==> src/sv/brsrc_pkg.sv <==
// Shared constants, operation codes and word helpers for the bitmap range block.
// No dependencies; compile first.
package brsrc_pkg;

    localparam int WORD_BITS     = 64;
    localparam int DEFAULT_WORDS = 64;
    localparam int START_W       = 12;
    localparam int LEN_W         = 13;

    localparam logic OP_SET   = 1'b0;
    localparam logic OP_CHECK = 1'b1;

    // Count of consecutive ones from bit 0, 0..64, by halving search.
    function automatic logic [6:0] trailing_ones(input logic [63:0] v);
        logic [63:0] z;
        logic [6:0]  n;
        z = ~v;
        n = 7'd0;
        if (z == 64'd0) begin
            n = 7'd64;
        end else begin
            if (z[31:0] == 32'd0) begin
                n = n + 7'd32;
                z = z >> 32;
            end
            if (z[15:0] == 16'd0) begin
                n = n + 7'd16;
                z = z >> 16;
            end
            if (z[7:0] == 8'd0) begin
                n = n + 7'd8;
                z = z >> 8;
            end
            if (z[3:0] == 4'd0) begin
                n = n + 7'd4;
                z = z >> 4;
            end
            if (z[1:0] == 2'd0) begin
                n = n + 7'd2;
                z = z >> 2;
            end
            if (z[0] == 1'b0) begin
                n = n + 7'd1;
            end
        end
        return n;
    endfunction

    // Ones in bit positions [lo, hi) of a word, lo < hi <= 64.
    function automatic logic [63:0] span_mask(input logic [5:0] lo, input logic [6:0] hi);
        logic [63:0] upper;
        logic [63:0] lower;
        upper = hi[6] ? {64{1'b1}} : ((64'd1 << hi[5:0]) - 64'd1);
        lower = (64'd1 << lo) - 64'd1;
        return upper & ~lower;
    endfunction

endpackage

==> src/sv/brsrc_if.sv <==
// Valid/ready channel interfaces for requests and results.
// Depends on brsrc_pkg for field widths.
interface brsrc_req_if
    import brsrc_pkg::*;
();
    logic               valid;
    logic               ready;
    logic               operation;
    logic [START_W-1:0] start_bit;
    logic [LEN_W-1:0]   length;

    modport source (output valid, output operation, output start_bit, output length,
                    input ready);
    modport sink   (input valid, input operation, input start_bit, input length,
                    output ready);
endinterface

interface brsrc_rsp_if
    import brsrc_pkg::*;
();
    logic             valid;
    logic             ready;
    logic [LEN_W-1:0] run_length;

    modport source (output valid, output run_length, input ready);
    modport sink   (input valid, input run_length, output ready);
endinterface

==> src/sv/brsrc_ram.sv <==
// Generic RAM: one write port, one read port, registered read data.
// No dependencies.
module brsrc_ram #(
    parameter int WIDTH = 64,
    parameter int DEPTH = 64,
    parameter int AW    = (DEPTH > 1) ? $clog2(DEPTH) : 1
) (
    input  logic             clk,
    input  logic             we,
    input  logic [AW-1:0]    waddr,
    input  logic [WIDTH-1:0] wdata,
    input  logic [AW-1:0]    raddr,
    output logic [WIDTH-1:0] rdata
);

    logic [WIDTH-1:0] mem [0:DEPTH-1];

    always_ff @(posedge clk)
    begin
        if (we)
        begin
            mem[waddr] <= wdata;
        end
        rdata <= mem[raddr];
    end

endmodule

==> src/sv/bitmap_range_set_and_run_check.sv <==
// Allocation bitmap with range set and run-of-ones check.
// Depends on brsrc_pkg, brsrc_if (brsrc_req_if, brsrc_rsp_if) and brsrc_ram.
//
// Usage: req carries one request per beat (operation, start_bit, length);
// rsp returns exactly one beat per request. A set ORs ones into the bits
// [start_bit, start_bit+length), clipped at the store end, and answers 0.
// A check answers min(length, run of ones from start_bit), stopping at the
// store end.
// The bitmap is WORDS words of 64 bits in one RAM; a set gives each touched
// word one read-modify-write, a check only reads the words it scans. A request
// passes the idle, read, work and done states, the work state handling the
// touched words (1..WORDS) in turn; empty ranges skip the work state. The
// result beat is loaded from the done state once the output register is free.
// One request is in flight at a time; req.ready is high whenever the
// sequencer is idle, even while a result is still held in the output register.
// Reset: a clearing pass writes zero to every word, one word a cycle;
// req.ready stays low until it ends.
// A stalled receiver holds the result in the output register; a finished
// request then waits until that register frees up.
module bitmap_range_set_and_run_check
    import brsrc_pkg::*;
#(
    parameter int WORDS = DEFAULT_WORDS
) (
    input  logic clk,
    input  logic rst_n,
    brsrc_req_if.sink   req,
    brsrc_rsp_if.source rsp
);

    localparam int TOTAL  = WORDS * WORD_BITS;
    localparam int PW     = ($clog2(TOTAL) + 1 > 14) ? $clog2(TOTAL) + 1 : 14;
    localparam int WIDX_W = PW - 6;
    localparam int AW     = (WORDS > 1) ? $clog2(WORDS) : 1;
    localparam int RUN_W  = LEN_W + 1;

    typedef enum logic [2:0] {S_CLEAR, S_IDLE, S_READ, S_WORK, S_DONE} state_t;

    state_t             state_reg, state_next;
    logic [AW-1:0]      clr_reg, clr_next;
    logic               op_reg, op_next;
    logic [START_W-1:0] start_reg, start_next;
    logic [LEN_W-1:0]   len_reg, len_next;
    logic [PW-1:0]      end_reg, end_next;
    logic [WIDX_W-1:0]  first_reg, first_next;
    logic [WIDX_W-1:0]  w_reg, w_next;
    logic [RUN_W-1:0]   run_reg, run_next;
    logic [LEN_W-1:0]   res_reg, res_next;
    logic [LEN_W-1:0]   out_reg, out_next;
    logic               out_valid_reg, out_valid_next;

    logic               ram_we;
    logic [AW-1:0]      ram_waddr;
    logic [WORD_BITS-1:0] ram_wdata;
    logic [AW-1:0]      ram_raddr;
    logic [WORD_BITS-1:0] ram_rdata;

    logic [PW-1:0]      sum_in;
    logic [PW-1:0]      end_m1;
    logic [WIDX_W-1:0]  last_w;
    logic [WIDX_W-1:0]  w_inc;
    logic               range_empty;
    logic [5:0]         bit_off;
    logic [6:0]         hi_pos;
    logic [6:0]         avail;
    logic [6:0]         ones;
    logic [RUN_W-1:0]   run_sum;
    logic [LEN_W-1:0]   run_min;
    logic               at_top_word;
    logic               check_done;

    brsrc_ram #(
        .WIDTH(WORD_BITS),
        .DEPTH(WORDS),
        .AW   (AW)
    ) u_store (
        .clk  (clk),
        .we   (ram_we),
        .waddr(ram_waddr),
        .wdata(ram_wdata),
        .raddr(ram_raddr),
        .rdata(ram_rdata)
    );

    assign req.ready      = (state_reg == S_IDLE);
    assign rsp.valid      = out_valid_reg;
    assign rsp.run_length = out_reg;

    // Word-level arithmetic for the word now on the RAM read port.
    always_comb
    begin
        sum_in      = PW'(req.start_bit) + PW'(req.length);
        end_m1      = end_reg - PW'(1);
        last_w      = WIDX_W'(end_m1 >> 6);
        w_inc       = w_reg + WIDX_W'(1);
        range_empty = (PW'(start_reg) >= end_reg);
        bit_off     = (w_reg == first_reg) ? start_reg[5:0] : 6'd0;
        hi_pos      = (w_reg == last_w) ? (7'(end_m1[5:0]) + 7'd1) : 7'd64;
        avail       = 7'd64 - 7'(bit_off);
        ones        = trailing_ones(ram_rdata >> bit_off);
        run_sum     = run_reg + RUN_W'(ones);
        run_min     = (run_sum >= RUN_W'(len_reg)) ? len_reg : run_sum[LEN_W-1:0];
        at_top_word = (w_reg == WIDX_W'(WORDS - 1));
        check_done  = (ones != avail) || (run_sum >= RUN_W'(len_reg)) || at_top_word;
    end

    always_comb
    begin
        state_next     = state_reg;
        clr_next       = clr_reg;
        op_next        = op_reg;
        start_next     = start_reg;
        len_next       = len_reg;
        end_next       = end_reg;
        first_next     = first_reg;
        w_next         = w_reg;
        run_next       = run_reg;
        res_next       = res_reg;
        out_next       = out_reg;
        out_valid_next = out_valid_reg;

        ram_we    = 1'b0;
        ram_waddr = w_reg[AW-1:0];
        ram_wdata = ram_rdata | span_mask(bit_off, hi_pos);
        ram_raddr = w_inc[AW-1:0];

        if (out_valid_reg && rsp.ready)
        begin
            out_valid_next = 1'b0;
        end

        case (state_reg)
            S_CLEAR:
            begin
                ram_we    = 1'b1;
                ram_waddr = clr_reg;
                ram_wdata = '0;
                clr_next  = clr_reg + AW'(1);
                if (clr_reg == AW'(WORDS - 1))
                begin
                    state_next = S_IDLE;
                end
            end
            S_IDLE:
            begin
                if (req.valid)
                begin
                    op_next    = req.operation;
                    start_next = req.start_bit;
                    len_next   = req.length;
                    end_next   = (sum_in > PW'(TOTAL)) ? PW'(TOTAL) : sum_in;
                    first_next = WIDX_W'(req.start_bit[START_W-1:6]);
                    state_next = S_READ;
                end
            end
            S_READ:
            begin
                // Issue the first word's read; empty ranges answer at once.
                ram_raddr = first_reg[AW-1:0];
                w_next    = first_reg;
                run_next  = '0;
                if (range_empty)
                begin
                    res_next   = '0;
                    state_next = S_DONE;
                end
                else
                begin
                    state_next = S_WORK;
                end
            end
            S_WORK:
            begin
                // Next word's read goes out while this word is processed.
                w_next = w_inc;
                if (op_reg == OP_SET)
                begin
                    ram_we = 1'b1;
                    if (w_reg == last_w)
                    begin
                        res_next   = '0;
                        state_next = S_DONE;
                    end
                end
                else
                begin
                    run_next = run_sum;
                    if (check_done)
                    begin
                        res_next   = run_min;
                        state_next = S_DONE;
                    end
                end
            end
            S_DONE:
            begin
                // Hold until the output register is free.
                if (!out_valid_reg || rsp.ready)
                begin
                    out_next       = res_reg;
                    out_valid_next = 1'b1;
                    state_next     = S_IDLE;
                end
            end
            default:
            begin
                state_next = S_IDLE;
            end
        endcase
    end

    always_ff @(posedge clk or negedge rst_n)
    begin
        if (!rst_n)
        begin
            state_reg     <= S_CLEAR;
            clr_reg       <= '0;
            op_reg        <= OP_SET;
            start_reg     <= '0;
            len_reg       <= '0;
            end_reg       <= '0;
            first_reg     <= '0;
            w_reg         <= '0;
            run_reg       <= '0;
            res_reg       <= '0;
            out_reg       <= '0;
            out_valid_reg <= 1'b0;
        end
        else
        begin
            state_reg     <= state_next;
            clr_reg       <= clr_next;
            op_reg        <= op_next;
            start_reg     <= start_next;
            len_reg       <= len_next;
            end_reg       <= end_next;
            first_reg     <= first_next;
            w_reg         <= w_next;
            run_reg       <= run_next;
            res_reg       <= res_next;
            out_reg       <= out_next;
            out_valid_reg <= out_valid_next;
        end
    end

    // Store writes come only from the clearing pass or a set's word update.
    a_write_source: assert property (@(posedge clk) disable iff (!rst_n)
        ram_we |-> (state_reg == S_CLEAR) || (state_reg == S_WORK && op_reg == OP_SET))
        else $error("store written outside clear pass or set update");

    // The word being worked on always lies inside the store.
    a_word_in_range: assert property (@(posedge clk) disable iff (!rst_n)
        (state_reg == S_WORK) |-> (w_reg <= WIDX_W'(WORDS - 1)))
        else $error("word index beyond store");

    // A result beat appears only as a request finishes.
    a_result_from_done: assert property (@(posedge clk) disable iff (!rst_n)
        $rose(out_valid_reg) |-> $past(state_reg == S_DONE))
        else $error("result raised outside done state");

    // A set always answers zero.
    a_set_zero: assert property (@(posedge clk) disable iff (!rst_n)
        (state_reg == S_DONE && op_reg == OP_SET) |-> (res_reg == '0))
        else $error("set produced non-zero result");

endmodule
==> src/flat_wrapper.sv <==
// flat-port wrapper written by rule: the top's interface ports become plain ports
module bitmap_range_set_and_run_check_flat import brsrc_pkg::*;
#(
    parameter int WORDS = DEFAULT_WORDS
)
  (clk, rst_n, req_valid, req_operation, req_start_bit, req_length, req_ready, rsp_valid, rsp_run_length, rsp_ready);
  brsrc_req_if req_i ();
  brsrc_rsp_if rsp_i ();
  input  logic clk;
  input  logic rst_n;
  input wire logic [$bits(req_i.valid)-1:0] req_valid;
  input wire logic [$bits(req_i.operation)-1:0] req_operation;
  input wire logic [$bits(req_i.start_bit)-1:0] req_start_bit;
  input wire logic [$bits(req_i.length)-1:0] req_length;
  output wire logic [$bits(req_i.ready)-1:0] req_ready;
  output wire logic [$bits(rsp_i.valid)-1:0] rsp_valid;
  output wire logic [$bits(rsp_i.run_length)-1:0] rsp_run_length;
  input wire logic [$bits(rsp_i.ready)-1:0] rsp_ready;
  assign req_i.valid = req_valid;
  assign req_i.operation = req_operation;
  assign req_i.start_bit = req_start_bit;
  assign req_i.length = req_length;
  assign req_ready = req_i.ready;
  assign rsp_valid = rsp_i.valid;
  assign rsp_run_length = rsp_i.run_length;
  assign rsp_i.ready = rsp_ready;
  bitmap_range_set_and_run_check #(.WORDS(WORDS)) u_core (.clk(clk), .rst_n(rst_n), .req(req_i), .rsp(rsp_i));
endmodule
==> config.mk <==
export PLATFORM = sky130hd
export DESIGN_NAME = bitmap_range_set_and_run_check_flat
export DESIGN_NICKNAME = d
export VERILOG_FILES = /design/src/sv/brsrc_pkg.sv /design/src/sv/brsrc_if.sv /design/src/sv/brsrc_ram.sv /design/src/sv/bitmap_range_set_and_run_check.sv /design/src/flat_wrapper.sv
export SDC_FILE = /design/constraint.sdc
export NUM_CORES = 2
export LEC_CHECK = 0
export BUFFER_PORTS_ARGS = -buffer_cell sky130_fd_sc_hd__buf_2
export CORE_MARGIN = 10
export CORE_UTILIZATION = 25
export CTS_CLUSTER_SIZE = 14
export DETAILED_ROUTE_END_ITERATION = 16
export GPL_ROUTABILITY_DRIVEN = 0
export HOLD_SLACK_MARGIN = 0.03
export PLACE_DENSITY = 0.5
export SKIP_CTS_REPAIR_TIMING = 1
export SYNTH_ARGS = -nofsm -noshare
export SYNTH_HDL_FRONTEND = slang
export SYNTH_SLANG_ARGS = --single-unit
==> constraint.sdc <==
create_clock -name clk -period 30.6 [get_ports clk]
set_clock_uncertainty 0.2 [all_clocks]
set_input_delay 4.59 -clock clk [delete_from_list [all_inputs] [get_ports clk]]
set_output_delay 4.59 -clock clk [all_outputs]
set_load 0.02 [all_outputs]
==> results.md <==
- The chip width is 858 microns.
- The start-to-end type of the worst setup path is flop to flop.
- Summed over its instances, the top area cell type makes up between 70% and 80% of the synthesized netlist area.
- IR analysis of the VDD net gives a maximum drop of 0.1141 mV.
- Counting along the longest clock path gives a buffer depth of 4.
- The via count of the first global-routing pass was a little under 100k.
- The leakage component of the power is 62.09 nW.
- The max-cap violation count is 2.
- The row count is 307.
- The fill cell instance count of the final layout is 68703.
- The number of flip-flops under the largest register name is 4096.
- From bottom edge to top edge, the die measures 858 microns.
- The largest stage delay on the critical path is about 0.95 ns.
- The run finished, with violations left.
- The total via count in the routed design is ~100000.
- Of the total power, the share spent switching nets is 37.98%.
- The worst setup slack after placement is about 17 ns.
- The clock slew seen by the registers of the worst setup and hold paths is 0.06 ns.
- The data required time at the worst endpoint is 31.32 ns.
- The fmax is 70.08 MHz.
- In the synthesized netlist the dominant register cell turns out to be sky130_fd_sc_hd__edfxtp_1.
- After synthesis, the cell types taking the most area are sky130_fd_sc_hd__edfxtp_1 (70%), sky130_fd_sc_hd__mux4_2 (13%), sky130_fd_sc_hd__mux2i_1 (1.8%).
- The number of synthesized flops with an enable pin is approximately 4100.
- The first routing iteration left 13882 violations.
- In this run the critical register-to-register path is captured at u_core.res_reg[1].
- For this design, the sink count on the clock tree is 4258.
- For this design the top-level I/O count stands at 45.
- The cell that appears most often on the critical path is sky130_fd_sc_hd__a21o_1.
- The final critical path time including I/O delays and setup is 14.27 ns.
- The checks that failed: max-capacitance violations, max-slew violations.
- STA classifies the critical path startpoint as a flop.
- The register bank with the most flops is u_core.u_store.mem.
- The cell with the biggest individual delay on the critical path is sky130_fd_sc_hd__nor3_2.
- The net count of the mapped netlist is around 9600.
- The fraction of power consumed by the clock network is between 20% and 30%.
- After routing, the total negative slack on setup checks comes to 0 ns.
- The largest registers in the layout are u_core.u_store.mem x4096, u_core.u_store.rdata x64.
- The clock tree from TritonCTS is built.
- After detailed routing, the number of vias per cell comes to just over 5.
- The core region is 699500 sq um.
- The residual antenna-violating net count after detailed routing is 0.
- In this run the cell area of the synthesized design comes to 175600 sq um.
- Measured against its own limit, the worst slew margin works out to -6.913%.
- Across all hold checks on the routed design, the worst slack comes to 0.2989 ns.
- For this configuration, the core starts out at a cell density of 25.10%.
- The proportion of synthesized flip-flops having asynchronous set or reset is 2.302%.
- The number of library cell types mapped by synthesis is 103.
- The detailed-routing iteration count for the pre-antenna-repair pass is 8.
- For the worst setup path, the data arrival time is 14.99 ns.
- The total global routing track utilization is 14.89%.
- The setup slack after layout is approximately 16 ns.
- The worst-skew pair later-pin latency is 1.05 ns.
- Along the worst path, the maximum fanout reaches 63.
- The H-tree was split into 5 levels.
- Counting cells, the worst reg-to-reg path comes to 44.
- The layout-stage area growth over the synthesis result is 15.57%.
- Sequential cells burn 36.1% of the power.
- Setup violations remaining at the end of the flow were counted as 0.
- The worst hold path belongs to the class flop to flop.
- The count of nets after finishing is 9873.
- Counting every instance in the synthesized netlist gives 9540.
- TritonCTS created 431 clock buffers.
- Leaving out fill and tap cells, the most frequent cell in the layout is sky130_fd_sc_hd__edfxtp_1.
- The final routed DRC violation total is 0.
- Yosys printed 0 warnings.
- Setup repair after global routing left no endpoint under its margin.
- The first global-routing pass estimated ~800000 microns of wire.
- Setup slack on the worst reg-to-reg path comes out at 16.33 ns.
- The largest net degree at the start of global routing is 108.
- In the layout the commonest cells are sky130_fd_sc_hd__edfxtp_1 (4096), sky130_fd_sc_hd__mux4_2 (1025), sky130_fd_sc_hd__nand2_1 (472).
- In this run the worst setup path terminates at u_core.res_reg[1].
- Each instance of the synthesized netlist takes up on average about 18 sq um.
- Power spread over the standard cell area amounts to 116.2 nW/um^2.
- The final max-slew violation count is 6.
- The wire-length estimate of the detail-placed layout is 323100 microns.
- The sum of internal, switching and leakage power is ~0.024 W.
- The final hold violation count was 0.
- The worst setup path is captured at a flop.
- The beginning of the worst register-to-register path is u_core.w_reg[2].
- The total wirelength of the detailed-routed design is about 570000 microns.
- The critical path starts at u_core.w_reg[2].
- During placement, the flow inserted port buffers numbering 44.
- The net switching power of the design is 0.008958 W.
- After layout, the worst path uses around 47% of the clock period.
- The part of the total power dissipated in combinational logic is a little over two fifths.
- For the pin with the worst max-slew slack, the measured transition is 1.590 ns.
- The fraction of layout cells with a size suffix above 1 is a little under a quarter.
- The internal portion of the total power is 0.01463 W.
- The routed length per placed instance is 29.43 microns.
- The cell chosen for the clock root is sky130_fd_sc_hd__clkbuf_16.
- The synthesized design contains 4258 register bits.
- The number of antenna violations at the first check in global routing is 40.
- For this run, the register share of the synthesized area comes to 72.19%.
- The top cell type by total area after synthesis is sky130_fd_sc_hd__edfxtp_1.
- The die covers 736200 sq um.
- The post-layout utilization of the core is 29.01%.
- Global routing finished with a remaining overflow of 0.
## logic make-up (layout without fill, tap and decap cells)
group / after synthesis / after routing / synth area share [%]
DFF: 4258 / 4258 / 72.19
xor gates and xnor gates: 100 / 100 / 0.5310
buffers and inverters: 649 / 1266 / 1.454
muxes: 1498 / 1498 / 15.97
adders and majority gates: 57 / 57 / 0.4148
AOI/OAI and AO/OA: 1531 / 1531 / 5.580
other: 0 / 15 / 0
and+or+nand+nor: 1447 / 1447 / 3.863
## cell usage after synthesis, drive strengths merged, types with 26 or more instances
library cell  number
edfxtp          4096
mux4            1025
nand2            472
nor2             410
a21oi            406
o21ai            373
clkbuf           359
mux2i            309
a211oi           234
buf              226
mux2             164
nor2b            149
nand3            102
dfrtp             98
o211ai            96
nor3              72
dfxtp             64
a22oi             61
inv               60
xnor2             57
ha                55
o22ai             47
a31oi             44
xor2              43
or3               40
nand4             39
a21o              32
and3              32
nand2b            31
a32oi             26
## layout make-up
cell class / instances / area, sq um / share of cell area (%)
tap: 9270 / 11600 / 5.716
antenna: 15 / 37.54 / 0.01850
inverter: 64 / 240.2 / 0.1184
multi-input combinational: 4633 / 47380 / 23.35
clock inverter: 230 / 2187 / 1.078
sequential: 4258 / 126700 / 62.46
timing repair buffer: 398 / 3093 / 1.524
clock buffer: 574 / 11630 / 5.731
## how the worst min path moves through the flow
stage | start | endpoint | depth (start not counted)
3_3_place_gp | u_core.res_reg[12] | u_core.res_reg[12] | 1
5_1_grt | u_core.rsp.run_length[1] | u_core.rsp.run_length[1] | 1
4_1_cts | u_core.rsp.run_length[8] | u_core.rsp.run_length[8] | 1
6_report | u_core.rsp.run_length[7] | u_core.rsp.run_length[7] | 1
2_1_floorplan | u_core.run_reg[0] | u_core.run_reg[0] | 2
3_5_place_dp | u_core.rsp.run_length[8] | u_core.rsp.run_length[8] | 1
## critical path, delay by kind of cell, from the launching register on
kind	cells	cell delay, ns
compound gates	23	6.00
xor+xnor	1	0.36
buf+inv	5	1.82
flops	1	0.53
mux	1	0.38
fa+ha+maj	3	0.99
simple gates	11	3.69
## through the flow
stage,std cells,area [sq um]
floorplan,9540,175600
global placement,18623,189000
detailed placement,18623,189000
CTS,19427,202900
global route,19430,202900
finish,19442,202900
## power by group through the flow
stage / clock network [W] / registers (W) / logic (W)
final: 0.00520 / 0.00851 / 0.00987
after global routing: 0.00555 / 0.00851 / 0.0106
after global placement: 0 / 0.00859 / 0.00987
after CTS: 0.00531 / 0.00847 / 0.00990
after floorplan: 0 / 0.00848 / 0.00642
after detailed placement: 0 / 0.00859 / 0.00988
## per-layer routing
| metal | global-route usage (%) | wire (microns) |
|---|---|---|
| met1 | 20.66 | 242100 |
| met2 | 22.85 | 255600 |
| met3 | 3.658 | 52240 |
| met4 | 4.809 | 22300 |
| met5 | 0 | 43 |
No activity file was read; power rests on OpenSTA's default activity.
